### src/rtl/core/clnws_pkg.sv
// Shared types and constants for the character display nibble write sequencer.
`timescale 1ns / 1ps
package clnws_pkg;

  // Sequencer phases; each phase other than idle is one timed segment.
  typedef enum logic [2:0] {
    PH_ARM,
    PH_POWER,
    PH_ENHI,
    PH_ENLO,
    PH_POST,
    PH_EXTRA,
    PH_IDLE
  } phase_t;

  // Request opcodes.
  localparam logic [2:0] OP_TICK  = 3'd0;
  localparam logic [2:0] OP_CMD   = 3'd1;
  localparam logic [2:0] OP_DATA  = 3'd2;
  localparam logic [2:0] OP_POS   = 3'd3;
  localparam logic [2:0] OP_CLEAR = 3'd4;

  // Kind of the byte in flight.
  localparam logic [2:0] KIND_NONE  = 3'd0;
  localparam logic [2:0] KIND_CMD   = 3'd1;
  localparam logic [2:0] KIND_DATA  = 3'd2;
  localparam logic [2:0] KIND_POS   = 3'd3;
  localparam logic [2:0] KIND_CLEAR = 3'd4;

  // Configuration register indexes.
  localparam logic [2:0] REG_ENABLE_HIGH = 3'd0;
  localparam logic [2:0] REG_ENABLE_GAP  = 3'd1;
  localparam logic [2:0] REG_BYTE_WAIT   = 3'd2;
  localparam logic [2:0] REG_POWER_WAIT  = 3'd3;
  localparam logic [2:0] REG_INIT_GAP    = 3'd4;
  localparam logic [2:0] REG_CLEAR_EXTRA = 3'd5;
  localparam logic [2:0] REG_CHAR_EXTRA  = 3'd6;

  localparam int unsigned CFG_WIDTH = 16;
  localparam int unsigned IDX_WIDTH = 3;

  // Display command bytes and init nibbles.
  localparam logic [7:0] CMD_FUNC_SET  = 8'h28;
  localparam logic [7:0] CMD_DISP_ON   = 8'h0C;
  localparam logic [7:0] CMD_ENTRY     = 8'h06;
  localparam logic [7:0] CMD_CLEAR     = 8'h01;
  localparam logic       CMD_POS_FLAG  = 1'b1;
  localparam logic [6:0] ROW1_BASE     = 7'h40;
  localparam logic [3:0] NIB_INIT      = 4'h3;
  localparam logic [3:0] NIB_4BIT      = 4'h2;

  // Init step bounds: nibble pulses below INIT_BYTES, init bytes below INIT_DONE.
  localparam logic [3:0] INIT_LAST_NIB = 4'd3;
  localparam logic [3:0] INIT_BYTES    = 4'd4;
  localparam logic [3:0] INIT_DONE     = 4'd8;

  typedef struct packed {
    logic [15:0] enable_high;
    logic [15:0] enable_gap;
    logic [15:0] byte_wait;
    logic [15:0] power_wait;
    logic [15:0] init_gap;
    logic [15:0] clear_extra;
    logic [15:0] char_extra;
  } cfg_t;

  typedef struct packed {
    phase_t      phase;
    logic [3:0]  init_step;
    logic [15:0] wait_count;
    logic [7:0]  pending_byte;
    logic [2:0]  pending_kind;
    logic        nibble_phase;
    logic        rs_level;
    logic        en_level;
    logic [3:0]  nibble_level;
  } seq_state_t;

  typedef struct packed {
    logic done;     // word result is final this cycle
    logic taken;    // request taken this cycle
    logic checked;  // request check was made this cycle
  } step_ctl_t;

endpackage

### src/rtl/core/clnws_cfg.sv
// Timing configuration registers of the sequencer.
`timescale 1ns / 1ps
module clnws_cfg
  import clnws_pkg::*;
(
  input  logic                 clk,
  input  logic                 rst,
  input  logic                 cfg_we,
  input  logic [IDX_WIDTH-1:0] cfg_index,
  input  logic [CFG_WIDTH-1:0] cfg_data,
  output cfg_t                 cfg
);

  always_ff @(posedge clk) begin
    if (rst) begin
      cfg.enable_high <= 16'd1;
      cfg.enable_gap  <= 16'd50;
      cfg.byte_wait   <= 16'd2000;
      cfg.power_wait  <= 16'd20000;
      cfg.init_gap    <= 16'd5000;
      cfg.clear_extra <= 16'd2000;
      cfg.char_extra  <= 16'd1000;
    end else if (cfg_we) begin
      unique case (cfg_index)
        REG_ENABLE_HIGH: cfg.enable_high <= cfg_data;
        REG_ENABLE_GAP:  cfg.enable_gap  <= cfg_data;
        REG_BYTE_WAIT:   cfg.byte_wait   <= cfg_data;
        REG_POWER_WAIT:  cfg.power_wait  <= cfg_data;
        REG_INIT_GAP:    cfg.init_gap    <= cfg_data;
        REG_CLEAR_EXTRA: cfg.clear_extra <= cfg_data;
        REG_CHAR_EXTRA:  cfg.char_extra  <= cfg_data;
        default: ;
      endcase
    end
  end

endmodule

### src/rtl/core/clnws_step.sv
// Next-state logic: one segment advance, request take and byte start per cycle.
`timescale 1ns / 1ps
module clnws_step
  import clnws_pkg::*;
(
  input  seq_state_t cur,
  input  cfg_t       cfg,
  input  logic       req_done,
  input  logic [2:0] opcode,
  input  logic [7:0] byte_value,
  input  logic [5:0] column,
  input  logic       row,
  output seq_state_t nxt,
  output step_ctl_t  ctl
);

  function automatic logic [7:0] init_byte(input logic [1:0] idx);
    logic [7:0] b;
    case (idx)
      2'd0:    b = CMD_FUNC_SET;
      2'd1:    b = CMD_DISP_ON;
      2'd2:    b = CMD_ENTRY;
      default: b = CMD_CLEAR;
    endcase
    return b;
  endfunction

  function automatic seq_state_t begin_byte(input seq_state_t s, input logic [7:0] b,
                                            input logic [2:0] k, input cfg_t c);
    seq_state_t r;
    r              = s;
    r.pending_byte = b;
    r.pending_kind = k;
    r.rs_level     = (k == KIND_DATA);
    r.nibble_phase = 1'b0;
    r.nibble_level = b[7:4];
    r.en_level     = 1'b1;
    r.phase        = PH_ENHI;
    r.wait_count   = c.enable_high;
    return r;
  endfunction

  function automatic seq_state_t finish_byte(input seq_state_t s, input cfg_t c);
    seq_state_t r;
    logic [3:0] step_n;
    r      = s;
    step_n = s.init_step + 4'd1;
    if (s.init_step >= INIT_BYTES && s.init_step < INIT_DONE && step_n < INIT_DONE) begin
      r.init_step = step_n;
      // step_n - 4 keeps its low two bits
      r = begin_byte(r, init_byte(step_n[1:0]),
                     (step_n[1:0] == 2'd3) ? KIND_CLEAR : KIND_CMD, c);
    end else begin
      if (s.init_step >= INIT_BYTES && s.init_step < INIT_DONE) begin
        r.init_step = step_n;
      end
      r.phase      = PH_IDLE;
      r.wait_count = 16'd0;
    end
    return r;
  endfunction

  function automatic seq_state_t advance(input seq_state_t s, input cfg_t c);
    seq_state_t r;
    logic [3:0] step_n;
    r      = s;
    step_n = s.init_step + 4'd1;
    unique case (s.phase)
      PH_ARM: begin
        r.phase      = PH_POWER;
        r.wait_count = c.power_wait;
      end
      PH_POWER: begin
        r.init_step    = 4'd0;
        r.rs_level     = 1'b0;
        r.nibble_level = NIB_INIT;
        r.en_level     = 1'b1;
        r.phase        = PH_ENHI;
        r.wait_count   = c.enable_high;
      end
      PH_ENHI: begin
        r.en_level   = 1'b0;
        r.phase      = PH_ENLO;
        r.wait_count = c.enable_gap;
      end
      PH_ENLO: begin
        if (s.init_step < INIT_BYTES) begin
          r.phase      = PH_POST;
          r.wait_count = c.init_gap;
        end else if (!s.nibble_phase) begin
          r.nibble_phase = 1'b1;
          r.nibble_level = s.pending_byte[3:0];
          r.en_level     = 1'b1;
          r.phase        = PH_ENHI;
          r.wait_count   = c.enable_high;
        end else begin
          r.phase      = PH_POST;
          r.wait_count = c.byte_wait;
        end
      end
      PH_POST: begin
        if (s.init_step < INIT_BYTES) begin
          r.init_step = step_n;
          if (step_n < INIT_BYTES) begin
            r.nibble_level = (step_n == INIT_LAST_NIB) ? NIB_4BIT : NIB_INIT;
            r.en_level     = 1'b1;
            r.phase        = PH_ENHI;
            r.wait_count   = c.enable_high;
          end else begin
            r = begin_byte(r, CMD_FUNC_SET, KIND_CMD, c);
          end
        end else if (s.pending_kind == KIND_CLEAR) begin
          r.phase      = PH_EXTRA;
          r.wait_count = c.clear_extra;
        end else if (s.pending_kind == KIND_DATA) begin
          r.phase      = PH_EXTRA;
          r.wait_count = c.char_extra;
        end else begin
          r = finish_byte(s, c);
        end
      end
      PH_EXTRA: r = finish_byte(s, c);
      default: begin
        r.phase      = PH_IDLE;
        r.wait_count = 16'd0;
      end
    endcase
    return r;
  endfunction

  seq_state_t s1;
  seq_state_t s2;
  logic       need0;
  logic       settled1;
  logic       is_req;
  logic       take;
  logic [7:0] req_byte;
  logic [2:0] req_kind;
  logic [6:0] pos_addr;

  assign need0    = (cur.phase != PH_IDLE) && (cur.wait_count == 16'd0);
  assign s1       = need0 ? advance(cur, cfg) : cur;
  assign settled1 = (s1.phase == PH_IDLE) || (s1.wait_count != 16'd0);

  // Row base plus column, wrapping within 7 bits.
  assign pos_addr = (row ? ROW1_BASE : 7'd0) + {1'b0, column};

  always_comb begin
    is_req   = 1'b1;
    req_byte = byte_value;
    req_kind = KIND_CMD;
    unique case (opcode)
      OP_CMD: begin
        req_byte = byte_value;
        req_kind = KIND_CMD;
      end
      OP_DATA: begin
        req_byte = byte_value;
        req_kind = KIND_DATA;
      end
      OP_POS: begin
        req_byte = {CMD_POS_FLAG, pos_addr};
        req_kind = KIND_POS;
      end
      OP_CLEAR: begin
        req_byte = CMD_CLEAR;
        req_kind = KIND_CLEAR;
      end
      default: begin
        is_req   = 1'b0;
        req_kind = KIND_NONE;
      end
    endcase
  end

  assign take = settled1 && !req_done && (s1.phase == PH_IDLE) && is_req;
  assign s2   = take ? begin_byte(s1, req_byte, req_kind, cfg) : s1;
  assign nxt  = s2;

  assign ctl.taken   = take;
  assign ctl.checked = settled1;
  assign ctl.done    = settled1 && ((s2.phase == PH_IDLE) || (s2.wait_count != 16'd0));

endmodule

### src/rtl/core/char_lcd_nibble_write_sequencer_unit.sv
// Top level of the character display nibble write sequencer.
//
//  channel | dir | handshake          | payload
//  --------+-----+--------------------+-------------------------------------------
//  s_*     | in  | s_tvalid/s_tready  | tick word: opcode, byte_value, column, row
//  m_*     | out | m_tvalid/m_tready  | pin word: tuser RS, tdata RW/EN/D/busy/acc
//  cfg_*   | in  | cfg_we             | timing register index and value
//
// A tick word is registered on input and resolved from that register; one word per
// cycle is sustained while segments are at least one tick long and the output is not
// stalled. A run of zero-length segments holds the word until each is skipped, one at
// a time by the single advance unit in clnws_step. Reset clears the sequencer to the
// power-up arm state and loads the default timings. A stalled output holds the sequencer.
`timescale 1ns / 1ps
module char_lcd_nibble_write_sequencer_unit
  import clnws_pkg::*;
(
  input  logic                 clk,
  input  logic                 rst,
  input  logic                 s_tvalid,
  output logic                 s_tready,
  input  logic [23:0]          s_tdata,   // opcode[2:0], byte_value[10:3], column[16:11], row[17]
  output logic                 m_tvalid,
  input  logic                 m_tready,
  output logic [7:0]           m_tdata,   // read_write[0], enable_pin[1], data_nibble[5:2],
                                          // busy_res[6], accepted[7]
  output logic                 m_tuser,   // reg_select[0]
  input  logic                 cfg_we,
  input  logic [IDX_WIDTH-1:0] cfg_index,
  input  logic [CFG_WIDTH-1:0] cfg_data
);

  cfg_t       cfg;
  seq_state_t state;
  seq_state_t state_next;
  seq_state_t step_nxt;
  step_ctl_t  ctl;

  logic       in_valid;
  logic [2:0] in_opcode;
  logic [7:0] in_byte;
  logic [5:0] in_column;
  logic       in_row;
  logic       req_done;
  logic       acc_hold;
  logic       out_free;
  logic       pop;
  logic       work;

  clnws_cfg u_cfg (
    .clk       (clk),
    .rst       (rst),
    .cfg_we    (cfg_we),
    .cfg_index (cfg_index),
    .cfg_data  (cfg_data),
    .cfg       (cfg)
  );

  clnws_step u_step (
    .cur        (state),
    .cfg        (cfg),
    .req_done   (req_done),
    .opcode     (in_opcode),
    .byte_value (in_byte),
    .column     (in_column),
    .row        (in_row),
    .nxt        (step_nxt),
    .ctl        (ctl)
  );

  assign out_free = !m_tvalid || m_tready;
  assign pop      = in_valid && ctl.done && out_free;
  assign work     = in_valid && (!ctl.done || out_free);
  assign s_tready = !in_valid || pop;

  // Count down the current segment once the word is delivered.
  always_comb begin
    state_next = step_nxt;
    if (ctl.done && (step_nxt.phase != PH_IDLE) && (step_nxt.wait_count != 16'd0)) begin
      state_next.wait_count = step_nxt.wait_count - 16'd1;
    end
  end

  always_ff @(posedge clk) begin
    if (rst) begin
      in_valid <= 1'b0;
    end else if (s_tvalid && s_tready) begin
      in_valid <= 1'b1;
    end else if (pop) begin
      in_valid <= 1'b0;
    end
  end

  always_ff @(posedge clk) begin
    if (s_tvalid && s_tready) begin
      in_opcode <= s_tdata[2:0];
      in_byte   <= s_tdata[10:3];
      in_column <= s_tdata[16:11];
      in_row    <= s_tdata[17];
    end
  end

  always_ff @(posedge clk) begin
    if (rst) begin
      state.phase        <= PH_ARM;
      state.init_step    <= 4'd0;
      state.wait_count   <= 16'd0;
      state.pending_byte <= 8'd0;
      state.pending_kind <= KIND_NONE;
      state.nibble_phase <= 1'b0;
      state.rs_level     <= 1'b0;
      state.en_level     <= 1'b0;
      state.nibble_level <= 4'd0;
      req_done           <= 1'b0;
      acc_hold           <= 1'b0;
    end else if (work) begin
      state <= state_next;
      if (pop) begin
        req_done <= 1'b0;
        acc_hold <= 1'b0;
      end else begin
        // hold the request outcome across skipped segments
        if (ctl.checked) req_done <= 1'b1;
        if (ctl.taken)   acc_hold <= 1'b1;
      end
    end
  end

  always_ff @(posedge clk) begin
    if (rst) begin
      m_tvalid <= 1'b0;
    end else if (pop) begin
      m_tvalid <= 1'b1;
    end else if (m_tready) begin
      m_tvalid <= 1'b0;
    end
  end

  always_ff @(posedge clk) begin
    if (pop) begin
      m_tuser    <= step_nxt.rs_level;
      m_tdata[0] <= 1'b0;
      m_tdata[1] <= step_nxt.en_level;
      m_tdata[5:2] <= step_nxt.nibble_level;
      m_tdata[6] <= (step_nxt.phase != PH_IDLE);
      m_tdata[7] <= ctl.taken || acc_hold;
    end
  end

endmodule
### config.mk
export PLATFORM = sky130hd
export DESIGN_NAME = char_lcd_nibble_write_sequencer_unit
export DESIGN_NICKNAME = d
export VERILOG_FILES = /design/src/rtl/core/clnws_pkg.sv /design/src/rtl/core/clnws_cfg.sv /design/src/rtl/core/clnws_step.sv /design/src/rtl/core/char_lcd_nibble_write_sequencer_unit.sv
export SDC_FILE = /design/constraint.sdc
export NUM_CORES = 1
export LEC_CHECK = 0
export ABC_AREA = 0
export BUFFER_PORTS_ARGS = -buffer_cell sky130_fd_sc_hd__buf_2
export CAP_MARGIN = 20
export CORE_UTILIZATION = 56
export DETAILED_ROUTE_END_ITERATION = 6
export PLACE_DENSITY = 0.83
export SYNTH_ARGS = -nofsm -noshare
export SYNTH_HDL_FRONTEND = slang
export SYNTH_SLANG_ARGS = --single-unit
### constraint.sdc
create_clock -name clk -period 11.18 [get_ports clk]
set_input_delay 0.559 -clock clk [delete_from_list [all_inputs] [get_ports clk]]
set_output_delay 0.559 -clock clk [all_outputs]
set_load 0.02 [all_outputs]
==> results.md <==
### Critical path
* or2_2 > o221ai_1 > o21a_1 > o32ai_4 > nand2_2 > mux2i_1 > ha_1 > o21a_1 > nand4b_4 > o211ai_1 > o21ai_0 > buf_2 — chain of cells forming the critical path
* 1 — number of buffer and inverter stages on the critical path
* 31 — maximum fanout count along the critical path
* state[38] — launching element of the worst setup path
* sky130_fd_sc_hd__o21a_1 — most common cell type on the critical path
* reg -> out — type of the worst setup path
* s_tready — Worst Setup EP
* 10.62 ns — worst path required time
* flop — kind of launch point of the worst setup path
* 5.02 ns — arrival time reported for the critical path endpoint
* 5.82 ns — R2R Setup Slk
* output pin — critical path endpoint category
* sky130_fd_sc_hd__dfxtp_1 — critical-path cell with the highest stage delay
* compound AO/OA/AOI/OAI gates — gate family responsible for the most delay along the worst path
* state[36] — worst flop-to-flop path endpoint
* 12 — Worst path depth
* 0.96 ns — delay contributed by the slowest stage of the critical path
* 14 — worst r2r path cells
* state[38] — launch point of the worst reg-to-reg path

### STA
* 0 ns — total negative setup slack
* 1.12 ns — pin slew with the least headroom to its limit
* 0 — count of final max-slew check failures
* false — setup repair after global routing missed its margin
* 0.0125 ns — final setup skew
* 0 — count of final setup violators
* 179 MHz — Max Clk Rate
* 0 — final hold violations
* 0.499 — Tcrit/Tclk final
* 0.250 — Relative slew margins
* 5.58 ns — minimum clock period

### Die
* 133 µm — height of the die
* 133 µm — Die Span X
* 59 — I/O Pins
* 47 — standard-cell row count
* 0.579 — Initial Utilization
* 17,800 µm² — die footprint
* 16,700 µm² — placeable core region

### Synthesis
* 0 — Synth Warn #
* sky130_fd_sc_hd__dfxtp_1 (32%), sky130_fd_sc_hd__nand2_1 (11%), sky130_fd_sc_hd__edfxtp_1 (8.1%) — largest cells by area after synthesis
* 7.88 µm² — Mapped Avg Cell Area
* 179 — flip-flop and latch count after synthesis
* 0 — async set or reset register ratio after synthesis
* 1,283 — post-synth net total
* 88 — Cell variety after synth
* sky130_fd_sc_hd__dfxtp_1 — top cell type by total area after synthesis
* 26 — number of enable-type register cells in the synthesized netlist
* sky130_fd_sc_hd__dfxtp_1 — predominant post-synthesis flop cell
* 1,227 — Cells after Synth
* 0.397 — sequential cell area fraction in the yosys report
* 9670 µm² — synthesized area
* 0.317 — fraction of post-synthesis cell area in the top cell type by area
* sky130_fd_sc_hd__nand2_1 (296), sky130_fd_sc_hd__dfxtp_1 (153), sky130_fd_sc_hd__a21oi_1 (144) — commonest cells in the netlist
* sky130_fd_sc_hd__nand2_1 — most used standard cell by instance count after synthesis

### CTS
* 17 — number of buffers created by CTS
* 0 — Post-CTS Setup Repair Bufs
* sky130_fd_sc_hd__clkbuf_16 — CTS Root Cell
* 4 — total number of H-tree levels
* done — clock tree from TritonCTS
* 0.44 ns — clock network latency to the later pin of the worst-skew pair
* 0.08 ns — clock slew at the register clock pins of the worst setup and hold paths
* 2 — maximum clock insertion buffer count
* 0 — number of buffers inserted by hold repair at cts
* 179 — number of clock sinks
* 0 — CTS resizes

### Route
* 29.9 mm — total wire length
* 9,578 — number of vias in the routed layout
* 1,297 — Iter 0 DRT Violations
* 0 — DRC Markers
* 6 — first-pass detailed-route iteration total
* 0 — residual antenna-violating net count after detailed routing
* 20.4 µm — per-cell routed wire length
* 6.53 — Via-to-Cell Ratio

### Layout
* 9.29% — Synth-to-Final Area Change
* 1,458 — number of fillers in the final layout
* 1,289 — Nets
* 0.633 — Post-Route Utilization
* 0.115 — fraction of final layout cells with drive strength greater than 1
* 3840 µm² — sequential cell area
* 5380 µm² — area of the multi-input gates

### Outcome
* completed — result of the run

### Pwr
* 3.82 nW — leakage power of the design
* 0.178 mV — VDD IR max
* 220 nW/µm² — Pwr Density

### Global route
* 0 — overflow left after global routing
* 0.474 — met1 usage in global routing
* 0 — antenna violations before repair
* 8,794 — number of global-route vias before repair
* 98 — largest net degree at the start of global routing
* met2 — busiest layer in global routing
* 0.338 — gr usage total
* 46.9 mm — wire length of the first global-routing pass
* 0.516 — GRT met2 Usage
* 0.0605 — met3 capacity usage during global routing

### Placed design
* 20.3 mm — DPL Wire Length
* 0.971 — weighted congestion reported at the end of routability-driven placement
* 51 — Port Buf Inserts

### Flow run
* 0 — maximum capacitance violations

### Min path
* in -> reg — Worst Hold Class

## cell families after synthesis
logic type | share of synthesized area
AOI/OAI and AO/OA | 0.242
xor gates and xnor gates | 0.00724
adders and majority gates | 0.0103
buffers and inverters | 0.0476
DFF | 0.397
muxes | 0.0424
other | 0.000388
and+or+nand+nor | 0.253
## where the power goes
part	switching [mW]	internal (mW)	total [mW]
Clock	0.287	0.310	0.596
Sequential	0.0561	0.721	0.777
Combinational	0.593	0.359	0.952
Total	0.936	1.39	2.33
## sequential cells by signal, indices dropped and copies added, names as in the netlist, 3 cells and up
signal / cells
in_byte: 8
state: 37
u_cfg.cfg: 112
in_column: 6
m_tdata: 7
in_opcode: 3
## per-layer routing
layer,vias to the layer above,part of all wire
met2,600,0.44
li1,4413,-
met4,0,0.027
met5,-,0
met1,4494,0.41
met3,71,0.12
## cell type report
class                   count  share of cell area
flip-flops and latches    179               0.364
inverters                  22             0.00781
repair buffers             70              0.0386
multi-input cells         943               0.508
diodes                      1            0.000237
clock inverters            14              0.0128
well taps                 220              0.0260
clock buffers              18              0.0426
## placed cells by master (no fill, tap or decap), types with 9 or more instances in the layout
master,instances
sky130_fd_sc_hd__a211oi_1,19
sky130_fd_sc_hd__a21oi_1,144
sky130_fd_sc_hd__a31oi_1,13
sky130_fd_sc_hd__and3_1,11
sky130_fd_sc_hd__buf_2,50
sky130_fd_sc_hd__buf_4,18
sky130_fd_sc_hd__clkbuf_16,18
sky130_fd_sc_hd__dfxtp_1,153
sky130_fd_sc_hd__edfxtp_1,26
sky130_fd_sc_hd__inv_1,22
sky130_fd_sc_hd__mux2i_1,32
sky130_fd_sc_hd__nand2_1,296
sky130_fd_sc_hd__nand2b_1,9
sky130_fd_sc_hd__nand3_1,56
sky130_fd_sc_hd__nor2_1,58
sky130_fd_sc_hd__nor2b_1,16
sky130_fd_sc_hd__nor3_1,26
sky130_fd_sc_hd__nor4_1,13
sky130_fd_sc_hd__o21a_1,12
sky130_fd_sc_hd__o21ai_0,41
sky130_fd_sc_hd__o221ai_1,10
sky130_fd_sc_hd__o31ai_1,15
sky130_fd_sc_hd__o32a_1,12
## per-stage QoR
step / hold WS (ns) / instance area [µm²] / total power [mW] / setup slack [ns] / instances
global route: 0.284 / 10600 / 2.43 / 5.34 / 1466
global placement: 0.438 / 9950 / 1.68 / 6.04 / 1430
CTS: 0.282 / 10500 / 2.29 / 5.71 / 1463
detailed placement: 0.446 / 9960 / 1.69 / 5.96 / 1431
finish: 0.294 / 10600 / 2.33 / 5.60 / 1467
floorplan: 0.428 / 9670 / 1.49 / 6.80 / 1227
## worst reg2reg max path, delay by kind of cell, from the launching register on
| family | cells | cell delay, ns |
|---|---|---|
| AOI/OAI and AO/OA | 7 | 1.76 |
| and+or+nand+nor | 4 | 1.54 |
| DFF | 1 | 0.96 |
| muxes | 1 | 0.49 |
| buffers and inverters | 1 | 0.29 |
| adders and majority gates | 1 | 0.22 |
## worst min path at each step
stage                       start            end  slack (ns)  depth (start not counted)
floorplan                acc_hold       acc_hold        0.43                          2
global placement    u_cfg.cfg[89]  u_cfg.cfg[89]        0.44                          2
detailed placement  u_cfg.cfg[92]  u_cfg.cfg[92]        0.45                          2
CTS                    s_tdata[6]     in_byte[3]        0.28                          1
global route          s_tdata[13]   in_column[2]        0.28                          1
finish                s_tdata[13]   in_column[2]        0.29                          1
(Power assumes the default switching activity.)
